[config.mk]
export PLATFORM = sky130hd
export DESIGN_NAME = cspe_weight
export DESIGN_NICKNAME = d
export VERILOG_FILES = /design/src/cspe_pkg.sv /design/src/cspe_weight.sv
export SDC_FILE = /design/constraint.sdc
export NUM_CORES = 2
export LEC_CHECK = 0
export ABC_AREA = 1
export BUFFER_PORTS_ARGS = -buffer_cell sky130_fd_sc_hd__buf_2
export CORE_UTILIZATION = 40
export CTS_CLUSTER_DIAMETER = 80
export DETAILED_ROUTE_END_ITERATION = 8
export GPL_TIMING_DRIVEN = 0
export SYNTH_ARGS = -nofsm -noshare
export SYNTH_HDL_FRONTEND = slang
export SYNTH_SLANG_ARGS = --single-unit
[constraint.sdc]
create_clock -name clk -period 10.5 [get_ports clk]
set_clock_uncertainty 0.05 [all_clocks]
set_input_delay 1.575 -clock clk [delete_from_list [all_inputs] [get_ports clk]]
set_output_delay 1.575 -clock clk [all_outputs]
set_load 0.02 [all_outputs]
[src/cspe_pkg.sv]
`default_nettype none
package cspe_pkg;

  localparam int MAX_KNOTS  = 1024;
  localparam int IDX_W      = $clog2(MAX_KNOTS);
  localparam int CNT_W      = 11;
  localparam int COORD_W    = 16;
  localparam int U_W        = 17;
  localparam int KNOT_W     = 3 * COORD_W;
  localparam int PIPE_DEPTH = 6;

  // datapath widths: weights at 2^-48 scale, control values at twice the grid
  localparam int W_W     = 54;
  localparam int B_W     = COORD_W + 3;
  localparam int WL_W    = 26;
  localparam int WH_W    = W_W - WL_W;
  localparam int PH_W    = WH_W + B_W;
  localparam int PL_W    = WL_W + 1 + B_W;
  localparam int ACC_W   = 80;
  localparam int SHIFT   = 50;

  localparam logic [U_W-1:0] U_ONE = U_W'(65536);

  localparam logic OP_LOAD = 1'b0;
  localparam logic OP_EVAL = 1'b1;

  localparam logic MODE_HERMITE = 1'b0;
  localparam logic MODE_CR      = 1'b1;

  localparam logic CFG_MODE  = 1'b0;
  localparam logic CFG_COUNT = 1'b1;

  typedef logic signed [COORD_W-1:0] coord_t;
  typedef logic signed [W_W-1:0]     w_t;
  typedef logic signed [B_W-1:0]     b_t;
  typedef logic signed [3:0]         coef_t;
  typedef logic signed [PH_W-1:0]    ph_t;
  typedef logic signed [PL_W-1:0]    pl_t;
  typedef logic signed [ACC_W-1:0]   acc_t;

  typedef enum logic [1:0] {
    ST_OK    = 2'd0,
    ST_RANGE = 2'd1,
    ST_FEW   = 2'd2
  } status_t;

  typedef struct packed {
    coord_t x;
    coord_t y;
    coord_t z;
  } knot_t;

  typedef struct packed {
    logic             operation;
    logic [IDX_W-1:0] knot_index;
    coord_t           point_x;
    coord_t           point_y;
    coord_t           point_z;
    coord_t           tangent_x;
    coord_t           tangent_y;
    coord_t           tangent_z;
    logic [U_W-1:0]   param_u;
  } in_item_t;

  typedef struct packed {
    coord_t  curve_x;
    coord_t  curve_y;
    coord_t  curve_z;
    status_t status;
  } out_item_t;

  typedef struct packed {
    logic mode;
    logic kzero;
  } fetch_ctl_t;

  typedef struct packed {
    logic    valid;
    logic    ok;
    status_t status;
  } meta_t;

  // basis matrices scaled by two, row-major, row 0 multiplies u^3
  localparam coef_t BASIS_CR [16] = '{
    -4'sd1,  4'sd3, -4'sd3,  4'sd1,
     4'sd2, -4'sd5,  4'sd4, -4'sd1,
    -4'sd1,  4'sd0,  4'sd1,  4'sd0,
     4'sd0,  4'sd2,  4'sd0,  4'sd0
  };
  localparam coef_t BASIS_HE [16] = '{
     4'sd4, -4'sd4,  4'sd2,  4'sd2,
    -4'sd6,  4'sd6, -4'sd4, -4'sd2,
     4'sd0,  4'sd0,  4'sd2,  4'sd0,
     4'sd2,  4'sd0,  4'sd0,  4'sd0
  };

  function automatic coef_t basis(input logic mode, input int unsigned idx);
    coef_t c;
    if (mode == MODE_CR) begin
      c = BASIS_CR[idx];
    end else begin
      c = BASIS_HE[idx];
    end
    return c;
  endfunction

  function automatic coord_t axis(input knot_t p, input int unsigned a);
    coord_t c;
    case (a)
      0: c = p.x;
      1: c = p.y;
      default: c = p.z;
    endcase
    return c;
  endfunction

endpackage
`default_nettype wire

[src/cspe_weight.sv]
`default_nettype none
module cspe_weight (
  input  wire logic                       clk,
  input  wire logic [cspe_pkg::U_W-1:0]   u,
  input  wire logic                       mode,
  output cspe_pkg::w_t                    w_r [4]
);

  localparam int U2_W = 2 * cspe_pkg::U_W - 1;
  localparam int U3_W = 3 * cspe_pkg::U_W - 2;

  logic [cspe_pkg::U_W-1:0] u_a_r, u_b_r;
  logic [U2_W-1:0]          u2_a_r, u2_b_r;
  logic [U3_W-1:0]          u3_b_r;
  logic                     mode_a_r, mode_b_r;
  logic [U2_W-1:0]          sq;
  logic [U2_W+U3_W-1:0]     cu;
  cspe_pkg::w_t             row [4];
  cspe_pkg::w_t             w_nxt [4];

  // u is at most 65536, so u^2 fits U2_W bits
  assign sq = {{(U2_W-cspe_pkg::U_W){1'b0}}, u} * {{(U2_W-cspe_pkg::U_W){1'b0}}, u};
  assign cu = {{U3_W{1'b0}}, u2_a_r} * {{(U2_W+U3_W-cspe_pkg::U_W){1'b0}}, u_a_r};

  // row [u^3 u^2 u 1] at a common 2^-48 scale
  always_comb begin
    row[0] = cspe_pkg::w_t'(u3_b_r);
    row[1] = cspe_pkg::w_t'({u2_b_r, 16'd0});
    row[2] = cspe_pkg::w_t'({u_b_r, 32'd0});
    row[3] = cspe_pkg::w_t'(1) <<< 48;
    for (int j = 0; j < 4; j++) begin
      w_nxt[j] = '0;
      for (int i = 0; i < 4; i++) begin
        w_nxt[j] = w_nxt[j]
                 + row[i] * cspe_pkg::w_t'(cspe_pkg::basis(mode_b_r, i * 4 + j));
      end
    end
  end

  always_ff @(posedge clk) begin
    u_a_r    <= u;
    u2_a_r   <= sq;
    mode_a_r <= mode;
    u_b_r    <= u_a_r;
    u2_b_r   <= u2_a_r;
    u3_b_r   <= cu[U3_W-1:0];
    mode_b_r <= mode_a_r;
    w_r      <= w_nxt;
  end

endmodule
`default_nettype wire

# ---- Word-level counts from Yosys, hierarchy flattened
# Index checks and enable logic that the tools add are counted.
dict set report classes {
  n_addsub 8
  mux 11
  mul 12
}
# cell count
set op_table {}
lappend op_table {{54-bit adder} 4}
lappend op_table {{50-bit by 4-bit multiplier with 54-bit output} 3}
lappend op_table {{34-bit by 4-bit multiplier with 38-bit output} 3}
lappend op_table {{54-bit by 51-bit adder with 54-bit output} 2}
lappend op_table {{54-bit by 52-bit adder with 54-bit output} 1}
lappend op_table {{52-bit by 52-bit adder with 53-bit output} 1}
lappend op_table {{49-bit by 2-bit multiplier with 51-bit output} 1}
lappend op_table {{33-bit by 17-bit multiplier with 49-bit output} 1}
lappend op_table {{34-bit by 2-bit multiplier with 36-bit output} 1}
lappend op_table {{17-bit by 17-bit multiplier with 33-bit output} 1}
lappend op_table {{4-bit two-way mux} 7}
lappend op_table {{18-bit by 4-bit multiplier with 22-bit output} 1}
lappend op_table {{17-bit by 2-bit multiplier with 19-bit output} 1}
lappend op_table {{2-bit two-way mux} 3}
lappend op_table {{1-bit two-way mux} 1}
dict set report word_totals {
  reg_bits 366
  output_inout_bits 216
  inputBits 19
  elab_cells 42
}

# ---- Logic depth before layout (Yosys ltp)
dict set report depth {
  word_depth 5
  ltp_mapped 42
  mapped_depth_nobuf 38
}

# ---- Worst setup path after synthesis
# Ideal clock, no wire load.
dict set report synth_path {
  path_kind {register to register}
  from {register mode_b_r}
  to {register w_r[215] in the netlist's numbering}
  arrival_ns 7.525
  slack_ns 2.813
  period_less_slack_ns 7.687
  t_required_ns 10.338
  path_stages_with_launch 41
  setup_ns 0.112
  cell_sequence {dfxtp_1 buf_6 buf_6 clkbuf_1 clkbuf_1 nand2_1 inv_1 fa_1 fa_1 inv_1 fa_1 inv_1 ha_1 fa_1 nand3_1 nand2_1 nand3_1 nand4_1 (+5 left out) fa_1 inv_1 fa_1 inv_1 fa_1 inv_1 ha_1 nand2_1 inv_1 nand3_1 nor2_1 nand2_1 nor2_1 nand2_1 nand3_1 inv_1 nand3_1 nand2_1}
}
# item line_no
set synth_rtl {}
lappend synth_rtl {{start, declared} cspe_weight.sv:15} ;# logic mode_a_r, mode_b_r;
lappend synth_rtl {{start signal, assigned} cspe_weight.sv:47} ;# mode_b_r <= mode_a_r;
lappend synth_rtl {{end signal, assigned} cspe_weight.sv:48} ;# w_r <= w_nxt;
lappend synth_rtl {{end, declared} cspe_weight.sv:6} ;# output cspe_pkg::w_t w_r [4]

==> reports/results.ini <==
[run_status]
status = completed

[grt]
grt-ovfl-total = 0
grt_use_total_pct = 31.5
antenna_found_initial = 17
grt_pass1_vias = 67900
grt_max_degree = 20
grt_pass1_wl_um = 443000

[worst_setup_path]
endpoint_kind = flop
critPathMostFrequentCell = ha_1
worstSetupStartpoint = mode_b_r
path_delay_family = adder cells
critical_path_arrival_ns = 10.70
slowest_delay_ns = 0.66
critPathBufInv = 8
r2r-end = w_r[161]
r2r_slack_ns = 0.28
path_class = reg2reg
start_kind = flop
cpMaxStageDelayCell = xor2_1
timing.rr.start = mode_b_r
rr_worst_depth = 32
worst_ep_required_time_ns = 10.98
crit_fanout = 15

[timing]
finalHoldViolations = 0
slew_viol_final = 0
timing.slew.headroom_pct = 1.24
fin_setup_tns_ns = 0
fin_crit_sh_pct = 97.3
setup_viol = 0
min_period_ns = 10.22
worstMarginPinSlew_ns = 1.47
rsz0062_at_grt = no
fin_ws_ns = 0.279
fmax_mhz = 97.8

[finish]
nets = 12400
final_cell_mix = 2217 x inv_1, 1968 x nand2_1, 1141 x fa_1
utilization_pct = 43.5
final_common_cell = inv_1
syn2layout_area_growth_pct = 8.08
drive_above_1_share_pct = 4.02

[synth]
synth-seq-cells = 356
synth_edf_count = 0
synthesis.area_um2 = 75400
synthTopCellsByArea = fa_1 30%, ha_1 17%, inv_1 11%, nand2_1 9.8%, dfxtp_1 9.4%
synth_cells = 9883
synth_top_area_share_pct = 30.3
synthArstFlopShare_pct = 0
ys_types = 53
yosys_most_used_dff = dfxtp_1
synth_top_area_cell = fa_1
yosysSeqAreaShare_pct = 9.45
yosysWarnings = 0
avgSynthCellArea_um2 = 7.63

[die]
die_w_um = 436
die_area_um2 = 190000
core_area_um2 = 188000
start_util_pct = 40.2
fp.dieH_um = 436
ios = 235
rows = 159

[cts]
path_clk_slew_ns = 0.06
cts_tree = done
cts_hold_buf = 0
cts_sinks = 356
cts_buffers = 49
cts_root_buffer = clkbuf_16
cts.path.max_buffers = 3
clk-insertion-delay-late_ns = 0.69
h-tree-depth = 2

[route]
antenna_left = 0
wire_per_inst_um = 23.7
via_per_inst = 5.19
wirelength_um = 301000
vias = 66100
drc = 0
drt_iter0_markers = 5039
drt_pass1_iterations = 6

[min_path]
worstHoldPathType = reg2reg
hold_start = mode_a_r
hold_depth = 0
min_to = mode_b_r

[placed_design]
hpwlAfterDp_um = 268000
place_ws_ns = -1.40
io_buffers = 234
place_congestion = 1.01

[job]
drv_cap = 0

-- per-stage QoR --
stage	area (um^2)	hold WS, ns	cells
floorplan	75500	0.260	9897
global placement	79800	0.266	12600
detailed placement	79800	0.276	12600
CTS	81500	0.286	12700
global route	81500	0.296	12700
finish	81500	0.287	12700
-- registers in the layout (all words and copies together), names as in the netlist --
| register | cells |
|---|---|
| mode_a_r | 1 |
| u_b_r | 17 |
| u2_a_r | 31 |
| mode_b_r | 1 |
| u_a_r | 17 |
| w_r | 210 |
| u2_b_r | 31 |
| u3_b_r | 48 |
-- worst max-delay path by stage --
stage                           to  slack, ns  depth (start not counted)
final                     w_r[161]       0.28                         32
after global routing      w_r[161]       0.01                         33
after CTS                 w_r[215]       0.04                         40
after detailed placement  w_r[161]      -1.40                         33
after global placement    w_r[161]      -1.48                         33
after floorplan           w_r[215]       2.81                         40
-- worst reg2reg max path, delay by kind of cell, from the launching register on --
family	cells	cell delay [ns]
flip-flops	1	0.62
AO/OA/AOI/OAI	9	2.35
buffers and inverters	8	2.05
XOR/XNOR	1	0.66
AND/OR/NAND/NOR	6	1.26
adder cells (fa/ha/maj)	8	3.07
-- layout make-up --
cell class                 instances  area [um^2]
antenna                            6         15.0
buffer                           222          921
clock buffer                      56         1270
clock inverter                    34          385
fill                           19700       106000
inverter                        2228         8370
multi-input combinational       7090        59100
sequential                       356         7130
tap                             2495         3120
timing repair buffer             239         1210
-- routing by layer --
metal,vias to the layer above,wire (um),track usage (%)
met4,12,16400,14.3
met1,32500,129000,41.7
met5,-,82,0
li1,30900,-,-
met2,2293,134000,50.3
met3,435,21600,5.41
-- synth_stat cells (all sizes together) (4+ instances only) --
cell	number
inv	2228
nand2	1977
fa	1141
ha	1049
nor2	979
a21oi	510
dfxtp	356
o21ai	334
xor2	268
nand3	265
clkbuf	190
xnor2	109
nand4	74
o21bai	66
a31oi	61
nor3	61
a21o	58
buf	33
a21boi	25
nor4	21
o21a	17
o211ai	14
and3	11
a211oi	8
nand3b	7
o2111ai	4
or2	4
-- timing repair --
item                       4_1_cts  5_1_grt
buffers inserted                 5        0
setup endpoints to repair       72        2
resized for setup                6        7
-- cell families (layout without fill, tap and decap cells) --
family / count (synthesis) / after routing / synth area share (%)
buf+inv: 2451 / 2779 / 12.3
compound gates: 1104 / 1104 / 8.21
xor+xnor: 377 / 377 / 4.38
other cells: 2 / 22 / 0.00996
fa+ha+maj: 2190 / 2190 / 47.7
simple gates: 3403 / 3403 / 18.0
flops: 356 / 356 / 9.45
Power is left out: the tool's default activity adds up to more than one toggle a clock period on the data nets, which glitch-free logic cannot reach.
